<file path="src/rtl/core/s256prd_pkg.sv">
// s256prd_pkg: shared types, constants and round functions for the SHA-256
// paired-round difference block. No dependencies.
package s256prd_pkg;

    localparam int WordW     = 32;
    localparam int NumWords  = 16;
    localparam int NumRounds = 64;
    localparam int NumWork   = 8;
    localparam int WeightW   = 9;
    localparam int CountW    = 6;

    localparam logic [WordW-1:0] FlipMask = 32'h8000_0000;

    // index 0 is the first message word
    typedef logic [NumWords-1:0][WordW-1:0] t_block;
    // index 0 is working word a, index 7 is h
    typedef logic [NumWork-1:0][WordW-1:0]  t_work;

    typedef enum logic [2:0] {
        BK_IDLE,
        BK_LOAD,
        BK_ROUND,
        BK_COUNT,
        BK_DONE
    } t_back_state;

    localparam logic [WordW-1:0] RoundK [NumRounds] = '{
        32'h428a2f98, 32'h71374491, 32'hb5c0fbcf, 32'he9b5dba5,
        32'h3956c25b, 32'h59f111f1, 32'h923f82a4, 32'hab1c5ed5,
        32'hd807aa98, 32'h12835b01, 32'h243185be, 32'h550c7dc3,
        32'h72be5d74, 32'h80deb1fe, 32'h9bdc06a7, 32'hc19bf174,
        32'he49b69c1, 32'hefbe4786, 32'h0fc19dc6, 32'h240ca1cc,
        32'h2de92c6f, 32'h4a7484aa, 32'h5cb0a9dc, 32'h76f988da,
        32'h983e5152, 32'ha831c66d, 32'hb00327c8, 32'hbf597fc7,
        32'hc6e00bf3, 32'hd5a79147, 32'h06ca6351, 32'h14292967,
        32'h27b70a85, 32'h2e1b2138, 32'h4d2c6dfc, 32'h53380d13,
        32'h650a7354, 32'h766a0abb, 32'h81c2c92e, 32'h92722c85,
        32'ha2bfe8a1, 32'ha81a664b, 32'hc24b8b70, 32'hc76c51a3,
        32'hd192e819, 32'hd6990624, 32'hf40e3585, 32'h106aa070,
        32'h19a4c116, 32'h1e376c08, 32'h2748774c, 32'h34b0bcb5,
        32'h391c0cb3, 32'h4ed8aa4a, 32'h5b9cca4f, 32'h682e6ff3,
        32'h748f82ee, 32'h78a5636f, 32'h84c87814, 32'h8cc70208,
        32'h90befffa, 32'ha4506ceb, 32'hbef9a3f7, 32'hc67178f2
    };

    // h down to a
    localparam t_work InitValue = {
        32'h5be0cd19, 32'h1f83d9ab, 32'h9b05688c, 32'h510e527f,
        32'ha54ff53a, 32'h3c6ef372, 32'hbb67ae85, 32'h6a09e667
    };

    function automatic logic [WordW-1:0] rotr(logic [WordW-1:0] x, int unsigned n);
        return (x >> n) | (x << (WordW - n));
    endfunction

    // SWAR popcount, five levels of narrow adds
    function automatic logic [CountW-1:0] popcount32(logic [WordW-1:0] x);
        logic [WordW-1:0] s1, s2, s3, s4, s5;
        s1 = (x  & 32'h5555_5555) + ((x  >> 1)  & 32'h5555_5555);
        s2 = (s1 & 32'h3333_3333) + ((s1 >> 2)  & 32'h3333_3333);
        s3 = (s2 & 32'h0f0f_0f0f) + ((s2 >> 4)  & 32'h0f0f_0f0f);
        s4 = (s3 & 32'h00ff_00ff) + ((s3 >> 8)  & 32'h00ff_00ff);
        s5 = (s4 & 32'h0000_ffff) + ((s4 >> 16) & 32'h0000_ffff);
        return s5[CountW-1:0];
    endfunction

    // W[t+16] from the window W[t..t+15]
    function automatic logic [WordW-1:0] next_sched(t_block w);
        logic [WordW-1:0] sg0, sg1;
        sg0 = rotr(w[1], 7)   ^ rotr(w[1], 18)  ^ (w[1] >> 3);
        sg1 = rotr(w[14], 17) ^ rotr(w[14], 19) ^ (w[14] >> 10);
        return sg1 + w[9] + sg0 + w[0];
    endfunction

    function automatic t_work sha_round(t_work w, logic [WordW-1:0] k,
                                        logic [WordW-1:0] wt);
        logic [WordW-1:0] s1, ch, s0, maj, t1, t2;
        t_work            r;
        s1  = rotr(w[4], 6) ^ rotr(w[4], 11) ^ rotr(w[4], 25);
        ch  = (w[4] & w[5]) ^ (~w[4] & w[6]);
        s0  = rotr(w[0], 2) ^ rotr(w[0], 13) ^ rotr(w[0], 22);
        maj = (w[0] & w[1]) ^ (w[0] & w[2]) ^ (w[1] & w[2]);
        t1  = w[7] + s1 + ch + k + wt;
        t2  = s0 + maj;
        r[7] = w[6];
        r[6] = w[5];
        r[5] = w[4];
        r[4] = w[3] + t1;
        r[3] = w[2];
        r[2] = w[1];
        r[1] = w[0];
        r[0] = t1 + t2;
        return r;
    endfunction

endpackage

</file>
<file path="src/rtl/core/s256prd_queue.sv">
// s256prd_queue: short block queue between front and back, registered read.
// Depends on s256prd_pkg.
module s256prd_queue #(
    parameter int DEPTH = 2
) (
    input  logic                i_clk,
    input  logic                i_rst_n,
    input  logic                i_push,
    input  s256prd_pkg::t_block i_block,
    input  logic                i_pop,
    output s256prd_pkg::t_block o_block,
    output logic                o_full,
    output logic                o_empty
);

    localparam int PtrW = (DEPTH > 1) ? $clog2(DEPTH) : 1;
    localparam int CntW = $clog2(DEPTH + 1);
    localparam logic [PtrW-1:0] LastPtr = PtrW'(DEPTH - 1);
    localparam logic [CntW-1:0] FullCnt = CntW'(DEPTH);

    s256prd_pkg::t_block r_mem [DEPTH];
    s256prd_pkg::t_block r_rd_data;
    logic [PtrW-1:0]     r_wr, r_rd, n_wr, n_rd;
    logic [CntW-1:0]     r_cnt, n_cnt;
    logic                do_push, do_pop;

    assign o_full  = (r_cnt == FullCnt);
    assign o_empty = (r_cnt == '0);
    assign do_push = i_push && !o_full;
    assign do_pop  = i_pop && !o_empty;
    assign o_block = r_rd_data;

    always_comb begin
        n_wr  = r_wr;
        n_rd  = r_rd;
        n_cnt = r_cnt;
        if (do_push) begin
            n_wr = (r_wr == LastPtr) ? '0 : r_wr + 1'b1;
        end
        if (do_pop) begin
            n_rd = (r_rd == LastPtr) ? '0 : r_rd + 1'b1;
        end
        if (do_push && !do_pop) begin
            n_cnt = r_cnt + 1'b1;
        end else if (do_pop && !do_push) begin
            n_cnt = r_cnt - 1'b1;
        end
    end

    always_ff @(posedge i_clk) begin
        if (!i_rst_n) begin
            r_wr  <= '0;
            r_rd  <= '0;
            r_cnt <= '0;
        end else begin
            r_wr  <= n_wr;
            r_rd  <= n_rd;
            r_cnt <= n_cnt;
        end
    end

    always_ff @(posedge i_clk) begin
        if (do_push) begin
            r_mem[r_wr] <= i_block;
        end
        r_rd_data <= r_mem[r_rd];
    end

endmodule

</file>
<file path="config.mk">
export PLATFORM = sky130hd
export DESIGN_NAME = s256prd_queue
export DESIGN_NICKNAME = d
export VERILOG_FILES = /design/src/rtl/core/s256prd_pkg.sv /design/src/rtl/core/s256prd_queue.sv
export SDC_FILE = /design/constraint.sdc
export NUM_CORES = 1
export LEC_CHECK = 0
export BUFFER_PORTS_ARGS = -buffer_cell sky130_fd_sc_hd__buf_2
export CORE_AREA = 8 8 398 400
export CTS_CLUSTER_SIZE = 20
export DETAILED_ROUTE_END_ITERATION = 7
export DIE_AREA = 0 0 406 408
export PLACE_DENSITY = 0.57
export SYNTH_ARGS = -nofsm -noshare
export SYNTH_HDL_FRONTEND = slang
export SYNTH_SLANG_ARGS = --single-unit
</file>
<file path="constraint.sdc">
create_clock -name i_clk -period 45 [get_ports i_clk]
set_input_delay 11.25 -clock i_clk [delete_from_list [all_inputs] [get_ports i_clk]]
set_output_delay 11.25 -clock i_clk [all_outputs]
set_load 0.1 [all_outputs]
</file>
==> run metrics <==
part of the cycle the worst path needs 33.92%; GRT overflow 0; clock period minus worst slack 15,260 ps; Final HPWL DP just over 80,000 um; detail-routed via count per cell 4.187; Max Clock Freq approximately 0.066 GHz; Setup Skew 29.52 ps; complex-gate fraction of the synthesized area 0.06837%; nets in the synthesized netlist 2,645; ANT nets after route 0; detailed-route DRC error count 0; placer congestion estimate 0.7639; worst r2r src r_cnt[0]; fill cell count between 10,000 and 15,000; CTS Hold Bufs 0; unrepaired setup endpoints after global routing false; final setup vio count 0; clock buffer depth 3; final hold violations 0; total of cells resized after clock tree synthesis 0; Post-synth top flop edfxtp_1; overall global routing resource usage 13.41%; total of max-cap violations 0; post-synthesis share of cell area spent on xor and xnor gates 0.05522%; mux share of post-synthesis cell area around an eighth; synthesis-to-layout area growth 26.52%; flip-flop and latch count after synthesis 1,540; initial antenna violation count 102; chip height 408 um; cells traversed along the worst timing path buf_2, and3_4, buf_4, buf_4, buf_4, buf_4; path depth of the worst reg2reg path 6; slack of the worst reg-to-reg path 39,740 ps; final critical-path setup slack 29,740 ps; TritonCTS sink count 1,540; wire length of the first global-routing pass roughly 160,000 um; total power divided by cell area 79.84 nW/um^2; origin of the worst min-delay path r_mem[1][379]; via count of the first global-routing pass 24,060; worst relative slew slack 20.78%; outcome completed; buffers inserted during post-CTS setup optimization 0; Root Driver clkbuf_16; transition time at the pin with the least slew margin about 1200 ps; peak per-stage delay on the critical path 940 ps; CP Data Required Time around 45,000 ps; total I/O pin count 1,030; Critical Path Start Type input pin; adder-cell area share of the yosys netlist 0.02629%; number of warnings reported in the yosys synthesis log 0; CTS Buf Count 155; worst hold path cell count 1; Post-layout nets 3,796; Endpoint, Worst Hold o_block[379]; horizontal extent of the die 406 um; post-synthesis area per instance ~22 sq um; async set-reset flop share out of synthesis 0%; maximum VDD drop 0.00005649 V; cell mode on critical path buf_4; commonest cells after routing, fill and taps aside 1,029 x buf_2, 1,024 x edfxtp_1, 515 x dfxtp_1; Post-Syn Instances 2,128; fraction of the mapped netlist area in simple logic gates 0.09203%; latest clock arrival within the worst-skew pair ~740 ps; post-detailed-route wirelength per cell 21.31 um; Setup CP Type input pin to flop; number of levels in the clock H-tree 4; placeable core region 152,600 sq um; Die Footprint 165,600 sq um; router iterations before antenna repair 5; vias after detailed routing 23,030; endpoint of the most critical register-to-register path r_mem[1][341]; worst slack at placement approximately 29,000 ps; IO buf count a little over 1,000; sum of negative setup slack 0 ps; count of unique library cells instantiated by Yosys 18; pin count of the biggest net entering global routing around 150; most common cell after layout, fill and taps aside buf_2; row cnt roughly 140; share of final-layout standard cells stronger than drive strength 1 52.64%; Initial DRC Count 1,103; TritonCTS clock tree yes; Pins Over Slew Limit 0; hold_ws 447.7 ps; Post-synth EDFFs approximately 1,000; detailed-route wire length ~120,000 um; clock slew seen by the registers of the worst setup and hold paths 60 ps; slowest stage cell, crit path buf_4; initial core utilization 31.18%; register area share after synthesis 86.33%; leakage power figure 22.53 nW; dominant combinational cell family by area after synthesis multiplexers; Crit Path Max Fanout 73; CP Capture Type flop; arrival time worst endpoint 15,600 ps; class of the tightest hold or removal check flop to flop; cell area after technology mapping roughly 48,000 sq um
-- synthesized netlist by cell type, types with 2 or more instances --
master / number / area share, %
inv_1: 2 / 0.016
xnor2_1: 2 / 0.037
edfxtp_1: 1024 / 65
and2_1: 2 / 0.026
a21boi_0: 2 / 0.032
o21ai_0: 2 / 0.021
nor2_1: 2 / 0.016
buf_6: 53 / 1.3
mux2_2: 512 / 12
dfxtp_1: 516 / 22
buf_2: 4 / 0.042
-- flip-flops by register name (all words and copies together) (netlist names) --
name,flops
r_mem,1024
r_wr,1
o_block,512
r_rd,1
r_cnt,2
-- power by group --
part	switching, W	internal (W)
sequential	0.0000773	0.00180
clock	0.000533	0.000747
combinational	0.00137	0.000276
-- cell families after synthesis --
logic type | count (synthesis)
AND/OR/NAND/NOR | 8
adder cells (fa/ha/maj) | 1
buffers and inverters | 59
AO/OA/AOI/OAI | 5
XOR/XNOR | 3
flip-flops | 1540
multiplexers | 512
-- worst max-delay path by stage --
stage / start / end / slack (ps)
CTS: i_push / r_mem[1][437] / 29680
detailed placement: i_push / r_mem[1][435] / 28850
finish: i_push / r_mem[1][341] / 29740
floorplan: i_push / r_wr / 12710
global route: i_push / r_mem[1][341] / 29450
global placement: i_push / r_mem[1][436] / 28810
-- layout make-up --
type	count	area, sq um	area share, %
Antenna cell	42	105.1	0.1746
Timing Repair Buffer	1051	5340	8.870
Tap cell	2044	2557	4.248
Sequential cell	1540	41080	68.24
Inverter	2	7.507	0.01247
Multi-Input combinational cell	529	5897	9.795
Clock inverter	64	763.2	1.268
Clock buffer	228	4448	7.389
-- layer usage --
layer	global-route usage, %	vias up	wire length, um
met1	13.96	11310	42160
met2	23.09	858	58170
li1	-	10480	-
met3	6.882	294	12700
met4	4.899	90	3563
met5	0	-	602
-- stage by stage --
stage,utilization (%),std cells,total power [W],cell area (sq um)
after floorplan,-,2128,0.003356,47590
after global placement,35.97,5166,0.003575,54890
after detailed placement,35.97,5166,0.003577,54890
after CTS,39.38,5458,0.004872,60100
after global routing,39.41,5475,0.004970,60140
final,39.45,5500,0.004807,60200
-- critical path: cells and delay by family --
| family | cells | cell delay [ps] |
|---|---|---|
| buffers and inverters | 5 | 3230 |
| and+or+nand+nor | 1 | 910 |
Note: power is estimated with default switching activity, not from simulation.
