===== src/rtl/core/s256prd_pkg.sv =====
// s256prd_pkg: shared types, constants and round functions for the SHA-256
// paired-round difference block. No dependencies.
package s256prd_pkg;

    localparam int WordW     = 32;
    localparam int NumWords  = 16;
    localparam int NumRounds = 64;
    localparam int NumWork   = 8;
    localparam int WeightW   = 9;
    localparam int CountW    = 6;

    localparam logic [WordW-1:0] FlipMask = 32'h8000_0000;

    // index 0 is the first message word
    typedef logic [NumWords-1:0][WordW-1:0] t_block;
    // index 0 is working word a, index 7 is h
    typedef logic [NumWork-1:0][WordW-1:0]  t_work;

    typedef enum logic [2:0] {
        BK_IDLE,
        BK_LOAD,
        BK_ROUND,
        BK_COUNT,
        BK_DONE
    } t_back_state;

    localparam logic [WordW-1:0] RoundK [NumRounds] = '{
        32'h428a2f98, 32'h71374491, 32'hb5c0fbcf, 32'he9b5dba5,
        32'h3956c25b, 32'h59f111f1, 32'h923f82a4, 32'hab1c5ed5,
        32'hd807aa98, 32'h12835b01, 32'h243185be, 32'h550c7dc3,
        32'h72be5d74, 32'h80deb1fe, 32'h9bdc06a7, 32'hc19bf174,
        32'he49b69c1, 32'hefbe4786, 32'h0fc19dc6, 32'h240ca1cc,
        32'h2de92c6f, 32'h4a7484aa, 32'h5cb0a9dc, 32'h76f988da,
        32'h983e5152, 32'ha831c66d, 32'hb00327c8, 32'hbf597fc7,
        32'hc6e00bf3, 32'hd5a79147, 32'h06ca6351, 32'h14292967,
        32'h27b70a85, 32'h2e1b2138, 32'h4d2c6dfc, 32'h53380d13,
        32'h650a7354, 32'h766a0abb, 32'h81c2c92e, 32'h92722c85,
        32'ha2bfe8a1, 32'ha81a664b, 32'hc24b8b70, 32'hc76c51a3,
        32'hd192e819, 32'hd6990624, 32'hf40e3585, 32'h106aa070,
        32'h19a4c116, 32'h1e376c08, 32'h2748774c, 32'h34b0bcb5,
        32'h391c0cb3, 32'h4ed8aa4a, 32'h5b9cca4f, 32'h682e6ff3,
        32'h748f82ee, 32'h78a5636f, 32'h84c87814, 32'h8cc70208,
        32'h90befffa, 32'ha4506ceb, 32'hbef9a3f7, 32'hc67178f2
    };

    // h down to a
    localparam t_work InitValue = {
        32'h5be0cd19, 32'h1f83d9ab, 32'h9b05688c, 32'h510e527f,
        32'ha54ff53a, 32'h3c6ef372, 32'hbb67ae85, 32'h6a09e667
    };

    function automatic logic [WordW-1:0] rotr(logic [WordW-1:0] x, int unsigned n);
        return (x >> n) | (x << (WordW - n));
    endfunction

    // SWAR popcount, five levels of narrow adds
    function automatic logic [CountW-1:0] popcount32(logic [WordW-1:0] x);
        logic [WordW-1:0] s1, s2, s3, s4, s5;
        s1 = (x  & 32'h5555_5555) + ((x  >> 1)  & 32'h5555_5555);
        s2 = (s1 & 32'h3333_3333) + ((s1 >> 2)  & 32'h3333_3333);
        s3 = (s2 & 32'h0f0f_0f0f) + ((s2 >> 4)  & 32'h0f0f_0f0f);
        s4 = (s3 & 32'h00ff_00ff) + ((s3 >> 8)  & 32'h00ff_00ff);
        s5 = (s4 & 32'h0000_ffff) + ((s4 >> 16) & 32'h0000_ffff);
        return s5[CountW-1:0];
    endfunction

    // W[t+16] from the window W[t..t+15]
    function automatic logic [WordW-1:0] next_sched(t_block w);
        logic [WordW-1:0] sg0, sg1;
        sg0 = rotr(w[1], 7)   ^ rotr(w[1], 18)  ^ (w[1] >> 3);
        sg1 = rotr(w[14], 17) ^ rotr(w[14], 19) ^ (w[14] >> 10);
        return sg1 + w[9] + sg0 + w[0];
    endfunction

    function automatic t_work sha_round(t_work w, logic [WordW-1:0] k,
                                        logic [WordW-1:0] wt);
        logic [WordW-1:0] s1, ch, s0, maj, t1, t2;
        t_work            r;
        s1  = rotr(w[4], 6) ^ rotr(w[4], 11) ^ rotr(w[4], 25);
        ch  = (w[4] & w[5]) ^ (~w[4] & w[6]);
        s0  = rotr(w[0], 2) ^ rotr(w[0], 13) ^ rotr(w[0], 22);
        maj = (w[0] & w[1]) ^ (w[0] & w[2]) ^ (w[1] & w[2]);
        t1  = w[7] + s1 + ch + k + wt;
        t2  = s0 + maj;
        r[7] = w[6];
        r[6] = w[5];
        r[5] = w[4];
        r[4] = w[3] + t1;
        r[3] = w[2];
        r[2] = w[1];
        r[1] = w[0];
        r[0] = t1 + t2;
        return r;
    endfunction

endpackage


===== src/rtl/core/s256prd_front.sv =====
// s256prd_front: collects sixteen message words into one block and pushes
// it to the block queue. Depends on s256prd_pkg.
module s256prd_front (
    input  logic                          i_clk,
    input  logic                          i_rst_n,
    input  logic                          i_valid,
    input  logic [s256prd_pkg::WordW-1:0] i_message_word,
    output logic                          o_stall,
    input  logic                          i_q_full,
    output logic                          o_q_push,
    output s256prd_pkg::t_block           o_q_block
);

    logic [3:0]          r_cnt;
    logic [3:0]          n_cnt;
    s256prd_pkg::t_block r_words;
    logic                accept;

    // only the closing word of a block needs queue space
    assign o_stall = (r_cnt == 4'd15) && i_q_full;
    assign accept  = i_valid && !o_stall;
    assign o_q_push = accept && (r_cnt == 4'd15);

    always_comb begin
        o_q_block     = r_words;
        o_q_block[15] = i_message_word;
        n_cnt         = accept ? r_cnt + 4'd1 : r_cnt;
    end

    always_ff @(posedge i_clk) begin
        if (!i_rst_n) begin
            r_cnt <= 4'd0;
        end else begin
            r_cnt <= n_cnt;
        end
    end

    always_ff @(posedge i_clk) begin
        if (accept) begin
            r_words[r_cnt] <= i_message_word;
        end
    end

endmodule


===== config.mk =====
export PLATFORM = sky130hd
export DESIGN_NAME = s256prd_front
export DESIGN_NICKNAME = d
export VERILOG_FILES = /design/src/rtl/core/s256prd_pkg.sv /design/src/rtl/core/s256prd_front.sv
export SDC_FILE = /design/constraint.sdc
export NUM_CORES = 1
export LEC_CHECK = 0
export ABC_AREA = 1
export BUFFER_PORTS_ARGS = -buffer_cell sky130_fd_sc_hd__buf_2
export CAP_MARGIN = 20
export CELL_PAD_IN_SITES_DETAIL_PLACEMENT = 2
export CELL_PAD_IN_SITES_GLOBAL_PLACEMENT = 2
export CORE_ASPECT_RATIO = 0.8
export CORE_MARGIN = 10
export CORE_UTILIZATION = 32
export CTS_CLUSTER_SIZE = 14
export DETAILED_ROUTE_END_ITERATION = 12
export GPL_ROUTABILITY_DRIVEN = 0
export PLACE_DENSITY = 0.84
export SLEW_MARGIN = 20
export SYNTH_ARGS = -nofsm -noshare
export SYNTH_HDL_FRONTEND = slang
export SYNTH_SLANG_ARGS = --single-unit
export TNS_END_PERCENT = 10

===== constraint.sdc =====
create_clock -name i_clk -period 4.36 [get_ports i_clk]
set_clock_uncertainty 0.1 [all_clocks]
set_input_delay 0 -clock i_clk [delete_from_list [all_inputs] [get_ports i_clk]]
set_output_delay 0 -clock i_clk [all_outputs]
set_load 0.01 [all_outputs]

==> run metrics, run 1 <==
outcome=completed; Yosys reg bits=484; vias in the first global route=9411; via count=8295; ANT nets after route=0; Port Buf Inserts=549; async set-reset flop share out of synthesis=0%; distinct cell type count after synthesis=16; ant diodes=0; CP startpoint kind=flip-flop; first-pass iteration count of the detailed router=4; Final period util=61.6%; Setup CP Type=flip-flop to flip-flop; crit-path cells=ha_1 -> nand2_1 -> inv_1 -> nand2_4 -> nand2_4 -> nor2_4 -> nand2_1 -> clkinv_2; area share of the largest cell type after synthesis=95.3%; CP max stage cell=clkinv_2; slowest cell delay on critical path=740 ps; Logic pwr share=3.0%; reg2reg end=o_q_block[401]; fin cells=1860; Die ar.=56400 µm²; CTS sink count=484; pwr/cell area=466 nW/µm²; clock period minus worst slack=2690 ps; IO Count=550; LEAKAGE=7.75 nW; Hold Path Cell Cnt=4; relative slew slack=29.6%; Total GRT Usage=19.3%; pins over their slew limit=0; Post-synth EDFFs=480; Area Growth Syn to Fin=34.7%; drt wl/cell=30.2 µm; Post-DP HPWL=38.0 mm; synth top area cells=edfxtp_1 (95%), buf_4 (1.6%), inv_1 (0.57%), dfxtp_1 (0.53%), nand2_1 (0.50%); Syn Inst Count=592; Final Hold Viols=0; Ys Warns=0; Syn Std Cell Area=15100 µm²; Placed Cells=1734; HP Start=i_rst_n; most common library cells after synthesis=edfxtp_1 (480), buf_4 (32), inv_1 (23), nand2_1 (20), nor2_1 (13); fin util=43.4%; syn avg cell area=25.5 µm²; cell internal pwr=0.00756 W; total grt overflow=0; area leader, netlist=edfxtp_1; syn nets=632; CTS resizes=0; Fmax=372 MHz; dpl cell area=18500 µm²; power share of the clock group=42.3%; largest net degree at the start of global routing=33; predominant post-synthesis flop cell=edfxtp_1; Sw Share=20.4%; register area share after synthesis=95.8%; unrepaired setup endpoints after global routing=false; clock slew at reported path FFs=60 ps; Longest Clk Path Bufs=3; Worst Reg-to-Reg Cells=8; Seq pwr share=54.7%; Hold Slack=186 ps; flop2flop setup slack=1670 ps; first-pass GRT wire length=77.9 mm; kind of end point of the critical path=flip-flop; via density per instance=4.46; most common cell in the netlist=edfxtp_1; r2r startpoint=r_cnt[0]; CP required=4270 ps; critical path data arrival time=2600 ps; maxcap violations=0; worst slew pin tran=1050 ps; total wire length=56.2 mm; switching power=0.00194 W; htree depth=2; clock root buffer=clkbuf_16; Hold WC Path Type=input port to flip-flop; drt first-iter violations=594; post-route design area=20400 µm²; Worst VDD drop=0.268 mV; Fin Setup TNS=0 ps; final count of negative-setup-slack endpoints=0; die height=214 µm; Die W=263 µm; CTS tree=yes; drt drc=0; CTS Buf Count=48; layout cell share with drive strength beyond 1=51.9%; initial antenna violation count=0; Hold Path Sink=r_cnt[3]; Site Rows=71; Starting Density=32.2%; worst skew pair latency=570 ps; maximum fanout along the worst path=32; Final Net Count=1243; core area=46900 µm²
-- cell type report --
cell class,count,area [µm²]
clock buffer,62,1270
clock inverter,25,229
fill,4511,26500
inverter,24,103
multi-input combinational,51,299
sequential,484,14500
tap,620,776
timing repair buffer,594,3190
-- sequential cells by signal (all words and copies together) (netlist names) --
name	count
o_q_block	480
r_cnt	4
-- timing repair --
item | in CTS | in global routing
hold endpoints to repair | 484 | 0
buffers inserted | 0 | 0
hold buffers | 38 | 0
-- cell usage in the layout (no fill, tap or decap) --
cell type / n
buf_12: 1
buf_2: 549
buf_4: 6
bufinv_16: 4
clkbuf_1: 13
clkbuf_16: 49
clkinv_1: 9
clkinv_2: 16
clkinv_4: 1
dfxtp_1: 4
dlygate4sd3_1: 38
edfxtp_1: 480
ha_1: 4
inv_1: 11
inv_2: 4
inv_4: 1
inv_6: 3
nand2_1: 20
nand2_4: 3
nand3_1: 2
nand4_1: 1
nor2_1: 13
nor2_2: 1
nor2_4: 3
nor3_2: 3
o21ai_0: 1
-- critical path: cells and delay by family, from the launching register on --
kind	cells	cell delay, ps
buf+inv	2	860
flops	1	460
simple gates	5	410
fa+ha+maj	1	240
-- layer usage --
metal / wire length (µm) / global-route usage, % / part of all wire [%] / vias up
li1: - / - / - / 3500
met1: 21200 / 21.1 / 38 / 4359
met2: 29300 / 34.7 / 52 / 374
met3: 4690 / 7.11 / 8.4 / 62
met4: 961 / 4.57 / 1.7 / 0
met5: 0 / 0 / 0 / -
-- worst max-delay path by stage --
stage                   from             end  slack, ps  cells after the start
floorplan           r_cnt[0]  o_q_block[352]        940                      3
global placement    r_cnt[0]  o_q_block[399]       1950                      8
detailed placement  r_cnt[0]  o_q_block[463]       1760                      8
CTS                 r_cnt[0]  o_q_block[394]       1730                      8
global route        r_cnt[0]  o_q_block[384]       1530                      8
finish              r_cnt[0]  o_q_block[401]       1670                      8
-- power by group through the flow --
stage / Combinational, W / Sequential [W] / Clock, W
after CTS: 0.000292 / 0.00520 / 0.00412
after floorplan: 0.0000654 / 0.00532 / 0
after detailed placement: 0.000265 / 0.00530 / 0
after global placement: 0.000244 / 0.00529 / 0
final: 0.000286 / 0.00520 / 0.00402
after global routing: 0.000312 / 0.00520 / 0.00429
-- stage by stage --
stage | power [W] | worst slack (ps)
after floorplan | 0.00538 | 940
after global placement | 0.00553 | 1950
after detailed placement | 0.00556 | 1760
after CTS | 0.00961 | 1730
after global routing | 0.00980 | 1530
final | 0.00950 | 1670
-- cell families (layout without fill, tap and decap cells) --
logic type	count (synthesis)	after routing	share of synthesized area, %
DFF	484	484	95.8
buffers and inverters	57	705	2.28
adders and majority gates	4	4	0.331
AOI/OAI and AO/OA	1	1	0.0331
and+or+nand+nor	46	46	1.51
Note: power is estimated with default switching activity, not from simulation.
==> inputs of run 2 (changes only) <==
- clock period: 4.36 -> 2.5 ns (I/O delays scaled with it)
==> run 2 against run 1 <==
  * Sequential share of layout area fell by 0.93 points
  * Via count rose by 2.6%
  * Hold slack improved by 55 ps
  * Routed wire length grew 6.5%
  * First-iteration DRC count increased by 18%
  * Combinational power increased by 84%
  * Clock power grew 75%
  * Utilization grew 0.58 points
  * Power is 75% higher
==> run metrics, run 2 (same netlist as run 1, synthesis figures left out) <==
outcome=completed; Longest Clk Path Bufs=3 (unchanged); Port Buf Inserts=549 (unchanged); CP required=2920 ps (-1350 ps); kind of end point of the critical path=flip-flop; via density per instance=4.52 (+1.3%); CTS Buf Count=49 (+2.1%); Worst VDD drop=0.455 mV (+70%); cell internal pwr=0.0132 W (+75%); CTS sink count=484 (unchanged); final count of negative-setup-slack endpoints=0 (unchanged); drt first-iter violations=703 (+18%); Post-DP HPWL=42.8 mm (+13%); Logic pwr share=3.2% (+0.2 points); post-route design area=20600 µm² (+1.3%); commonest non-fill, non-tap cell in the layout=buf_2; IO Count=550 (unchanged); core area=46900 µm² (unchanged); CTS tree=yes; worst skew pair latency=570 ps (about the same); Setup CP Type=flip-flop to flip-flop; clock period minus worst slack=2360 ps (-323 ps); first-pass GRT wire length=82.0 mm (+5.2%); Final Net Count=1265 (+1.8%); CP max stage cell=dlygate4sd3_1; Fmax=423 MHz (+14%); slowest cell delay on critical path=560 ps (-180 ps); Hold WC Path Type=input port to flip-flop; relative slew slack=67.3% (+38 points); layout cell share with drive strength beyond 1=52.9% (+0.95 points); clock slew at reported path FFs=60 ps (about the same); via count=8510 (+2.6%); max FFs per register=480 (unchanged); most frequent cells in the layout=buf_2 (549), edfxtp_1 (480), clkbuf_16 (51), dlygate4sd3_1 (38), nand2_1 (20); total wire length=59.8 mm (+6.5%); postcts setup bufs=0 (unchanged); largest net degree at the start of global routing=33 (unchanged); first-pass iteration count of the detailed router=4 (unchanged); Site Rows=71 (unchanged); unrepaired setup endpoints after global routing=false; Sw Share=20.6% (+0.14 points); Die ar.=56400 µm² (unchanged); crit-path cells=ha_1 -> nand2_1 -> inv_1 -> nand2_4 -> nand3_1 -> nand2_1 -> dlygate4sd3_1 -> nor2_1 -> dlygate4sd3_1; total grt overflow=0 (unchanged); Starting Density=32.2% (unchanged); dpl cell area=18700 µm² (+1.5%); Final Hold Viols=0 (unchanged); LEAKAGE=7.89 nW (+1.9%); Power, Total=0.0166 W (+75%); drt wl/cell=31.8 µm (+5.2%); drt drc=0 (unchanged); clock root buffer=clkbuf_16; Total GRT Usage=20.5% (+1.3 points); pins over their slew limit=0 (unchanged); maxcap violations=0 (unchanged); die height=214 µm (unchanged); maximum fanout along the worst path=5 (-84%); fin util=44.0% (+0.58 points); power share of the clock group=42.2% (about the same); CP startpoint kind=flip-flop; initial antenna violation count=1 (+1); switching power=0.00342 W (+76%); CP delay by family, top=buffers and inverters; vias in the first global route=9546 (+1.4%); worst slew pin tran=491 ps (-564 ps); Die W=263 µm (unchanged); Final period util=94.6% (+33 points); critical path data arrival time=2780 ps (+180 ps); htree depth=2 (unchanged); Seq pwr share=54.6% (about the same); ANT nets after route=0 (unchanged); Area Growth Syn to Fin=36.5%; CP bufs+invs=3 (+1); pwr/cell area=805 nW/µm² (+73%)
[run 2: cell type report]
cell class                 count  area [µm²]
antenna                        1        2.50
timing repair buffer         615        3450
inverter                      24        92.6
clock buffer                  60        1310
sequential                   484       14500
clock inverter                29         214
tap                          620         776
fill                        4520       26300
multi-input combinational     51         299
[run 2: path summary, 6_finish.rpt]
check / startpoint / end / slack, ps / cells past startpoint
max reg2reg: r_cnt[1] / r_cnt[0] / 140 / 9
max: r_cnt[1] / r_cnt[0] / 140 / 9
min: i_rst_n / r_cnt[3] / 240 / 4
min reg2reg: r_cnt[1] / r_cnt[1] / 530 / 2
[run 2: power by group through the flow]
stage | logic (W) | registers [W] | clock network, W
global placement | 0.000459 | 0.00924 | 0
floorplan | 0.000114 | 0.00927 | 0
finish | 0.000525 | 0.00908 | 0.00702
global route | 0.000571 | 0.00908 | 0.00754
detailed placement | 0.000495 | 0.00925 | 0
CTS | 0.000541 | 0.00908 | 0.00722
[run 2: per-stage QoR]
stage | instances | hold slack, ps | TNS [ps] | setup slack, ps
2_1_floorplan | 592 | -8.23 | -88330 | -920
3_3_place_gp | 1756 | 172 | 0 | 446
3_5_place_dp | 1756 | 200 | 0 | 355
4_1_cts | 1883 | 194 | 0 | 90.3
5_1_grt | 1884 | 249 | 0 | 22.3
6_report | 1884 | 241 | 0 | 136
[run 2: worst min-delay path, stage by stage]
cell and delay (ps):
dlygate4sd3_1 570, buf_2 170, nand2_1 80, nor2_1 40
[run 2: per-layer routing]
metal  part of all wire, %  track usage [%]
met1                    38             23.9
met2                    51             35.7
met3                   8.7             7.28
met4                   1.7             4.67
met5                     0                0
[run 2: what timing repair did]
action	4_1_cts	5_1_grt
endpoints found under the setup margin	0	1
resized for setup	0	2
hold buffers	38	0
hold endpoints to repair	484	0
