<file path="config.mk">
export PLATFORM = sky130hd
export DESIGN_NAME = s256prd_back
export DESIGN_NICKNAME = d
export VERILOG_FILES = /design/src/rtl/core/s256prd_pkg.sv /design/src/rtl/core/s256prd_back.sv
export SDC_FILE = /design/constraint.sdc
export NUM_CORES = 2
export LEC_CHECK = 0
export BUFFER_PORTS_ARGS = -buffer_cell sky130_fd_sc_hd__buf_2
export CAP_MARGIN = 20
export CORE_ASPECT_RATIO = 1.25
export CORE_MARGIN = 8
export CORE_UTILIZATION = 66
export CTS_CLUSTER_DIAMETER = 80
export DETAILED_ROUTE_END_ITERATION = 12
export GPL_TIMING_DRIVEN = 0
export PLACE_DENSITY = 0.92
export SYNTH_ARGS = -nofsm -noshare
export SYNTH_HDL_FRONTEND = slang
export SYNTH_SLANG_ARGS = --single-unit
export TNS_END_PERCENT = 1
</file>
<file path="constraint.sdc">
create_clock -name i_clk -period 105.3 [get_ports i_clk]
set_input_delay 0 -clock i_clk [delete_from_list [all_inputs] [get_ports i_clk]]
set_output_delay 0 -clock i_clk [all_outputs]
set_load 0.03 [all_outputs]
</file>
<file path="src/rtl/core/s256prd_pkg.sv">
// s256prd_pkg: shared types, constants and round functions for the SHA-256
// paired-round difference block. No dependencies.
package s256prd_pkg;

    localparam int WordW     = 32;
    localparam int NumWords  = 16;
    localparam int NumRounds = 64;
    localparam int NumWork   = 8;
    localparam int WeightW   = 9;
    localparam int CountW    = 6;

    localparam logic [WordW-1:0] FlipMask = 32'h8000_0000;

    // index 0 is the first message word
    typedef logic [NumWords-1:0][WordW-1:0] t_block;
    // index 0 is working word a, index 7 is h
    typedef logic [NumWork-1:0][WordW-1:0]  t_work;

    typedef enum logic [2:0] {
        BK_IDLE,
        BK_LOAD,
        BK_ROUND,
        BK_COUNT,
        BK_DONE
    } t_back_state;

    localparam logic [WordW-1:0] RoundK [NumRounds] = '{
        32'h428a2f98, 32'h71374491, 32'hb5c0fbcf, 32'he9b5dba5,
        32'h3956c25b, 32'h59f111f1, 32'h923f82a4, 32'hab1c5ed5,
        32'hd807aa98, 32'h12835b01, 32'h243185be, 32'h550c7dc3,
        32'h72be5d74, 32'h80deb1fe, 32'h9bdc06a7, 32'hc19bf174,
        32'he49b69c1, 32'hefbe4786, 32'h0fc19dc6, 32'h240ca1cc,
        32'h2de92c6f, 32'h4a7484aa, 32'h5cb0a9dc, 32'h76f988da,
        32'h983e5152, 32'ha831c66d, 32'hb00327c8, 32'hbf597fc7,
        32'hc6e00bf3, 32'hd5a79147, 32'h06ca6351, 32'h14292967,
        32'h27b70a85, 32'h2e1b2138, 32'h4d2c6dfc, 32'h53380d13,
        32'h650a7354, 32'h766a0abb, 32'h81c2c92e, 32'h92722c85,
        32'ha2bfe8a1, 32'ha81a664b, 32'hc24b8b70, 32'hc76c51a3,
        32'hd192e819, 32'hd6990624, 32'hf40e3585, 32'h106aa070,
        32'h19a4c116, 32'h1e376c08, 32'h2748774c, 32'h34b0bcb5,
        32'h391c0cb3, 32'h4ed8aa4a, 32'h5b9cca4f, 32'h682e6ff3,
        32'h748f82ee, 32'h78a5636f, 32'h84c87814, 32'h8cc70208,
        32'h90befffa, 32'ha4506ceb, 32'hbef9a3f7, 32'hc67178f2
    };

    // h down to a
    localparam t_work InitValue = {
        32'h5be0cd19, 32'h1f83d9ab, 32'h9b05688c, 32'h510e527f,
        32'ha54ff53a, 32'h3c6ef372, 32'hbb67ae85, 32'h6a09e667
    };

    function automatic logic [WordW-1:0] rotr(logic [WordW-1:0] x, int unsigned n);
        return (x >> n) | (x << (WordW - n));
    endfunction

    // SWAR popcount, five levels of narrow adds
    function automatic logic [CountW-1:0] popcount32(logic [WordW-1:0] x);
        logic [WordW-1:0] s1, s2, s3, s4, s5;
        s1 = (x  & 32'h5555_5555) + ((x  >> 1)  & 32'h5555_5555);
        s2 = (s1 & 32'h3333_3333) + ((s1 >> 2)  & 32'h3333_3333);
        s3 = (s2 & 32'h0f0f_0f0f) + ((s2 >> 4)  & 32'h0f0f_0f0f);
        s4 = (s3 & 32'h00ff_00ff) + ((s3 >> 8)  & 32'h00ff_00ff);
        s5 = (s4 & 32'h0000_ffff) + ((s4 >> 16) & 32'h0000_ffff);
        return s5[CountW-1:0];
    endfunction

    // W[t+16] from the window W[t..t+15]
    function automatic logic [WordW-1:0] next_sched(t_block w);
        logic [WordW-1:0] sg0, sg1;
        sg0 = rotr(w[1], 7)   ^ rotr(w[1], 18)  ^ (w[1] >> 3);
        sg1 = rotr(w[14], 17) ^ rotr(w[14], 19) ^ (w[14] >> 10);
        return sg1 + w[9] + sg0 + w[0];
    endfunction

    function automatic t_work sha_round(t_work w, logic [WordW-1:0] k,
                                        logic [WordW-1:0] wt);
        logic [WordW-1:0] s1, ch, s0, maj, t1, t2;
        t_work            r;
        s1  = rotr(w[4], 6) ^ rotr(w[4], 11) ^ rotr(w[4], 25);
        ch  = (w[4] & w[5]) ^ (~w[4] & w[6]);
        s0  = rotr(w[0], 2) ^ rotr(w[0], 13) ^ rotr(w[0], 22);
        maj = (w[0] & w[1]) ^ (w[0] & w[2]) ^ (w[1] & w[2]);
        t1  = w[7] + s1 + ch + k + wt;
        t2  = s0 + maj;
        r[7] = w[6];
        r[6] = w[5];
        r[5] = w[4];
        r[4] = w[3] + t1;
        r[3] = w[2];
        r[2] = w[1];
        r[1] = w[0];
        r[0] = t1 + t2;
        return r;
    endfunction

endpackage

</file>
<file path="src/rtl/core/s256prd_back.sv">
// s256prd_back: runs 64 rounds on the plain and flipped copies side by side,
// counts the difference bits and holds the result. Depends on s256prd_pkg.
module s256prd_back (
    input  logic                            i_clk,
    input  logic                            i_rst_n,
    input  logic                            i_q_empty,
    output logic                            o_q_pop,
    input  s256prd_pkg::t_block             i_q_block,
    input  logic                            i_stall,
    output logic                            o_valid,
    output s256prd_pkg::t_work              o_diff,
    output logic [s256prd_pkg::WeightW-1:0] o_weight
);

    s256prd_pkg::t_back_state        r_state, n_state;
    logic [5:0]                      r_round, n_round;
    logic [2:0]                      r_cnt, n_cnt;
    s256prd_pkg::t_block             r_win_p, r_win_f, n_win_p, n_win_f;
    s256prd_pkg::t_work              r_work_p, r_work_f, n_work_p, n_work_f;
    logic [s256prd_pkg::WeightW-1:0] r_weight, n_weight;
    logic                            r_out_valid, n_out_valid;
    s256prd_pkg::t_work              r_out_diff, n_out_diff;
    logic [s256prd_pkg::WeightW-1:0] r_out_weight, n_out_weight;
    logic                            slot_free;

    assign slot_free = !r_out_valid || !i_stall;
    assign o_valid   = r_out_valid;
    assign o_diff    = r_out_diff;
    assign o_weight  = r_out_weight;

    always_comb begin
        n_state      = r_state;
        n_round      = r_round;
        n_cnt        = r_cnt;
        n_win_p      = r_win_p;
        n_win_f      = r_win_f;
        n_work_p     = r_work_p;
        n_work_f     = r_work_f;
        n_weight     = r_weight;
        n_out_valid  = r_out_valid && i_stall;
        n_out_diff   = r_out_diff;
        n_out_weight = r_out_weight;
        o_q_pop      = 1'b0;
        unique case (r_state)
            s256prd_pkg::BK_IDLE: begin
                if (!i_q_empty) begin
                    o_q_pop = 1'b1;
                    n_state = s256prd_pkg::BK_LOAD;
                end
            end
            s256prd_pkg::BK_LOAD: begin
                n_win_p    = i_q_block;
                n_win_f    = i_q_block;
                n_win_f[0] = i_q_block[0] ^ s256prd_pkg::FlipMask;
                n_work_p   = s256prd_pkg::InitValue;
                n_work_f   = s256prd_pkg::InitValue;
                n_round    = 6'd0;
                n_state    = s256prd_pkg::BK_ROUND;
            end
            s256prd_pkg::BK_ROUND: begin
                n_work_p = s256prd_pkg::sha_round(r_work_p,
                               s256prd_pkg::RoundK[r_round], r_win_p[0]);
                n_work_f = s256prd_pkg::sha_round(r_work_f,
                               s256prd_pkg::RoundK[r_round], r_win_f[0]);
                n_win_p  = {s256prd_pkg::next_sched(r_win_p), r_win_p[15:1]};
                n_win_f  = {s256prd_pkg::next_sched(r_win_f), r_win_f[15:1]};
                n_round  = r_round + 6'd1;
                if (r_round == 6'd63) begin
                    n_cnt    = 3'd0;
                    n_weight = '0;
                    n_state  = s256prd_pkg::BK_COUNT;
                end
            end
            s256prd_pkg::BK_COUNT: begin
                // one word per cycle; eight rotations restore the order
                n_weight = r_weight + {3'b000,
                           s256prd_pkg::popcount32(r_work_p[0] ^ r_work_f[0])};
                n_work_p = {r_work_p[0], r_work_p[7:1]};
                n_work_f = {r_work_f[0], r_work_f[7:1]};
                n_cnt    = r_cnt + 3'd1;
                if (r_cnt == 3'd7) begin
                    n_state = s256prd_pkg::BK_DONE;
                end
            end
            s256prd_pkg::BK_DONE: begin
                if (slot_free) begin
                    n_out_valid  = 1'b1;
                    n_out_diff   = r_work_p ^ r_work_f;
                    n_out_weight = r_weight;
                    n_state      = s256prd_pkg::BK_IDLE;
                end
            end
            default: begin
                n_state = s256prd_pkg::BK_IDLE;
            end
        endcase
    end

    always_ff @(posedge i_clk) begin
        if (!i_rst_n) begin
            r_state     <= s256prd_pkg::BK_IDLE;
            r_out_valid <= 1'b0;
        end else begin
            r_state     <= n_state;
            r_out_valid <= n_out_valid;
        end
    end

    always_ff @(posedge i_clk) begin
        r_round      <= n_round;
        r_cnt        <= n_cnt;
        r_win_p      <= n_win_p;
        r_win_f      <= n_win_f;
        r_work_p     <= n_work_p;
        r_work_f     <= n_work_f;
        r_weight     <= n_weight;
        r_out_diff   <= n_out_diff;
        r_out_weight <= n_out_weight;
    end

endmodule

</file>
==> impl_metrics.yaml, run 1 <==
status:
  outcome: "did not finish"
  haltStage: "5_1_grt"
  first-error: "[ERROR GRT-0116] Global routing finished with congestion. Check the congestion regions in the DRC Viewer."
clock_tree:
  cts_resized: 0
  numCtsBuffers: 173
  htree_levels: 4
  cts_setup_buffers: 0
  cts.sinks: 1823
  clockRootBuffer: "clkbuf_16"
  cts_buffer_depth: 3
  postCtsHoldBufs: 693
synth:
  ys_types: 95
  synth_edf_count: 1819
  synth_seq_cells: 1823
  synthArstFlopShare_pct: 0
  syn_nets: 11100
  synthCells: 9834
  seq_area_frac_synth_pct: 51.6
  synth_flop_cell: "edfxtp_1"
  syn_avg_cell_area_sq_um: 10.8
  syn-cell-area_sq_um: 106000
  yosys_warnings: 0
floorplan:
  die_h_microns: 464
  fp-row-count: 164
  fp.dieW_microns: 374
  ioPinCount: 783
  start_util_pct: 66.3
global_routing:
  grt_pass1_vias: 110000
  overflow: 354
  grt_pass1_wl_microns: 917000
  grt_usage_pct: 74.5
  grt_max_degree: 40
placement:
  dpl.hpwl_microns: 390000
  gp_congestion: 1.24
  numPortBuffers: 782
[synthesized netlist by cell type, drive strengths merged (10+ instances only)]
cell type  instances  area, sq um
nand2           2805        10500
edfxtp          1819        54600
inv              575         2160
xor2             514         4500
xnor2            474         4150
clkbuf           455         1710
mux2i            429         4290
nor2             397         1490
fa               390         7810
o21ai            340         1700
ha               323         4040
a21oi            294         1480
a21o             146         1100
nand3             81          405
nor3              64          320
o211ai            51          383
a211oi            47          368
o21a              44          330
buf               42          164
nand2b            41          257
maj3              40          400
and3              38          243
mux2              38          428
a31oi             37          231
nor2b             34          213
o21bai            31          233
o31ai             29          236
or3               25          161
and2              17          106
o22ai             13         81.3
a221oi            12          105
a311oi            12          105
o311ai            11          104
nand4             10         62.6
nor4              10         62.6
or2               10         62.6
[layer usage]
| metal | GRT overflow | GRT usage, % |
|---|---|---|
| met5 | 2 | 26.9 |
| met3 | 10 | 59.9 |
| met2 | 163 | 91.4 |
| met4 | 170 | 78.9 |
| met1 | 9 | 71.6 |
[logic make-up after synthesis]
logic type	after synthesis	synth area share [%]
adder cells (fa/ha/maj)	753	11.6
flip-flops	1823	51.6
AND/OR/NAND/NOR	3576	13.5
AO/OA/AOI/OAI	1151	6.82
multiplexers	469	4.50
XOR/XNOR	988	8.17
buffers and inverters	1074	3.81
[stage by stage]
stage | hold slack [ns] | instances | worst slack, ns | util, % | instance area (sq um)
CTS | 0.0000157 | 13800 | 93.42 | 80.1 | 128000
global placement | 0.270 | 12700 | 44.66 | 70.4 | 112000
floorplan | 0.112 | 9834 | 58.86 | - | 106000
detailed placement | 0.286 | 12800 | 93.47 | 71.9 | 115000
==> run 2, diff against run 1 <==
--- a/config.mk
+++ b/config.mk
@@ -7,13 +7,11 @@
 export LEC_CHECK = 0
 export BUFFER_PORTS_ARGS = -buffer_cell sky130_fd_sc_hd__buf_2
 export CAP_MARGIN = 20
-export CORE_ASPECT_RATIO = 1.25
 export CORE_MARGIN = 8
-export CORE_UTILIZATION = 66
-export CTS_CLUSTER_DIAMETER = 80
+export CORE_UTILIZATION = 40
 export DETAILED_ROUTE_END_ITERATION = 12
 export GPL_TIMING_DRIVEN = 0
-export PLACE_DENSITY = 0.92
+export PLACE_DENSITY_LB_ADDON = 0.15
 export SYNTH_ARGS = -nofsm -noshare
 export SYNTH_HDL_FRONTEND = slang
 export SYNTH_SLANG_ARGS = --single-unit
==> impl_metrics.yaml, run 2 <==
status:
  outcome: "completed"
hold_path:
  timing.hold.worst.start: "i_q_block[21]"
  hp-class: "in -> reg"
  min_path_cells: 4
  hold_end: "r_win_p[21]$_DFFE_PP_"
floorplan:
  core_area_sq_um: 264000
  ioPinCount: 783
  die_h_microns: 531
  start_util_pct: 40.1
  fp.dieW_microns: 531
  fp-row-count: 189
  die_area_sq_um: 282000
worst_setup_path:
  crit_top_cell: "fa_1"
  r2r_cells: 34
  reg2reg_slack_ns: 92.52
  cp_max_fo: 12
  critPathBufInv: 3
  path_class: "reg -> reg"
  required_ns: 105.94
  critical_path.max_stage_delay_ns: 0.87
  crit_arrival_ns: 13.43
  rr_startpoint: "r_round[1]$_SDFFCE_PN0P_"
  cp.depth: 34
  crit_family: "simple AND/OR/NAND/NOR gates"
  start_kind: "flop"
  cp_slowest_cell: "xnor2_1"
  cp-end-kind: "flop"
  r2r_end: "r_work_p[31]$_DFFE_PP_"
placement:
  dpl.hpwl_microns: 432000
  numPortBuffers: 782
  gp_congestion: 1.06
  place_ws_ns: 92.98
final_layout:
  layout-drive-gt1-share_pct: 11.4
  biggestRegsByFlops: "r_win_f: 512 flops, r_win_p: 512 flops"
  layout_commonest_cell: "nand2_1"
  nets: 13100
  layout_common_cells: "nand2_1, edfxtp_1, dlygate4sd3_1"
  final_util_pct: 50.5
  area.growth.synth_to_final_pct: 26.1
global_routing:
  grt_max_degree: 39
  antenna_found_initial: 41
  overflow: 0
  grt_pass1_wl_microns: 715000
  grt_pass1_vias: 87000
  grt_usage_pct: 37.0
sta:
  slew_headroom_pct: 9.63
  tns_ns: 0
  max_freq_mhz: 78.2
  grt_setup_unrepaired: "no"
  setup_violations: 0
  fin_crit_sh_pct: 12.1
  finalHoldViolations: 0
  tightest_slew_ns: 1.36
  final.setup.worst_slack_ns: 92.52
  fin_skew_ns: 0.0686
  fin_crit_ns: 12.78
  drv_slew: 0
route:
  drc: 0
  vias_per_cell: 5.66
  drt_iter0_markers: 11200
  drt-wirelength-per-cell_microns: 34.5
  postRouteAntennaNets: 0
  firstDrtPassIters: 9
  routed_wirelength_microns: 539000
  vias: 88400
synth:
  syn_avg_cell_area_sq_um: 10.8
  synthTopCellsByCount: "nand2_1, edfxtp_1, inv_1"
  syn_nets: 11100
  synth_edf_count: 1819
  synth_seq_cells: 1823
  yosys_warnings: 0
  seq_area_frac_synth_pct: 51.6
  synth_flop_cell: "edfxtp_1"
  yosys.area.top_type_share_pct: 51.6
  synth_most_common_cell: "nand2_1"
  synthCells: 9834
  synth.largest_area_cell: "edfxtp_1"
  ys_types: 95
  syn-cell-area_sq_um: 106000
  synth_area_leaders: "edfxtp_1, nand2_1, fa_1"
  synthArstFlopShare_pct: 0
clock_tree:
  clk_pin_slew_worst_paths_ns: 0.06
  htree_levels: 4
  cts.sinks: 1823
  insertion_delay_ns: 0.93
  clockRootBuffer: "clkbuf_16"
  numCtsBuffers: 213
  cts_tree: "done"
  cts_resized: 0
  cts_buffer_depth: 4
flow_run:
  cap_violations: 0
==> run 2: cell type report <==
class                      instances  area, sq um
antenna                           25         62.6
buffer                           497         1900
clock buffer                     243         5440
clock inverter                   135         1660
fill                           23900       131000
inverter                         577         2170
multi-input combinational       6937        47200
sequential                      1823        54700
tap                             3533         4420
timing repair buffer            1859        15900
==> run 2: worst max path at each step <==
stage	start	end	slack, ns
floorplan	r_state[0]$_SDFFE_PN0P_	r_round[0]$_SDFFCE_PN0P_	58.86
detailed placement	r_round[3]$_SDFFCE_PN0P_	r_work_p[31]$_DFFE_PP_	92.98
global placement	r_state[0]$_SDFFE_PN0P_	r_win_f[377]$_DFFE_PP_	40.13
global route	r_round[1]$_SDFFCE_PN0P_	r_work_p[31]$_DFFE_PP_	92.44
CTS	r_round[1]$_SDFFCE_PN0P_	r_work_p[31]$_DFFE_PP_	92.91
finish	r_round[1]$_SDFFCE_PN0P_	r_work_p[31]$_DFFE_PP_	92.52
==> run 2: cells by family after synthesis <==
kind of cell             synth area share [%]
AND/OR/NAND/NOR                          13.5
flip-flops                               51.6
AO/OA/AOI/OAI                            6.82
buffers and inverters                    3.81
XOR/XNOR                                 8.17
adder cells (fa/ha/maj)                  11.6
multiplexers                             4.50
==> run 2: stage by stage <==
stage / std cells / hold WS (ns) / area [sq um]
3_3_place_gp: 14100 / 0.282 / 114000
3_5_place_dp: 14300 / 0.286 / 117000
6_report: 15600 / 0.0308 / 134000
2_1_floorplan: 9834 / 0.112 / 106000
5_1_grt: 15600 / 0.0342 / 133000
4_1_cts: 15600 / 0.0000128 / 133000
==> run 2: worst reg2reg max path, delay by kind of cell (launching register included) <==
| family | cells | cell delay, ns |
|---|---|---|
| xor+xnor | 2 | 0.98 |
| buf+inv | 3 | 1.42 |
| mux | 1 | 0.16 |
| flops | 1 | 0.70 |
| fa+ha+maj | 7 | 3.16 |
| compound gates | 10 | 2.23 |
| simple gates | 11 | 3.93 |
==> run 2: what timing repair did <==
item | 4_1_cts | 5_1_grt
endpoints found under the setup margin | 0 | 0
setup buffers | 0 | 0
hold buffers | 907 | 0
hold endpoints to repair | 1155 | 0
==> run 2: routing by layer <==
layer | up-vias | part of all wire [%] | GRT usage [%] | wire [microns]
met3 | 1350 | 8.7 | 6.62 | 46900
li1 | 37500 | - | - | -
met4 | 16 | 9.6 | 28.4 | 51700
met5 | - | 0.020 | 0 | 110
met1 | 43900 | 37 | 45.0 | 198000
met2 | 5607 | 45 | 58.5 | 242000
Power of run 2 is not shown: default switching activity piles up to over one toggle a cycle in this logic, so the estimate is an artifact.
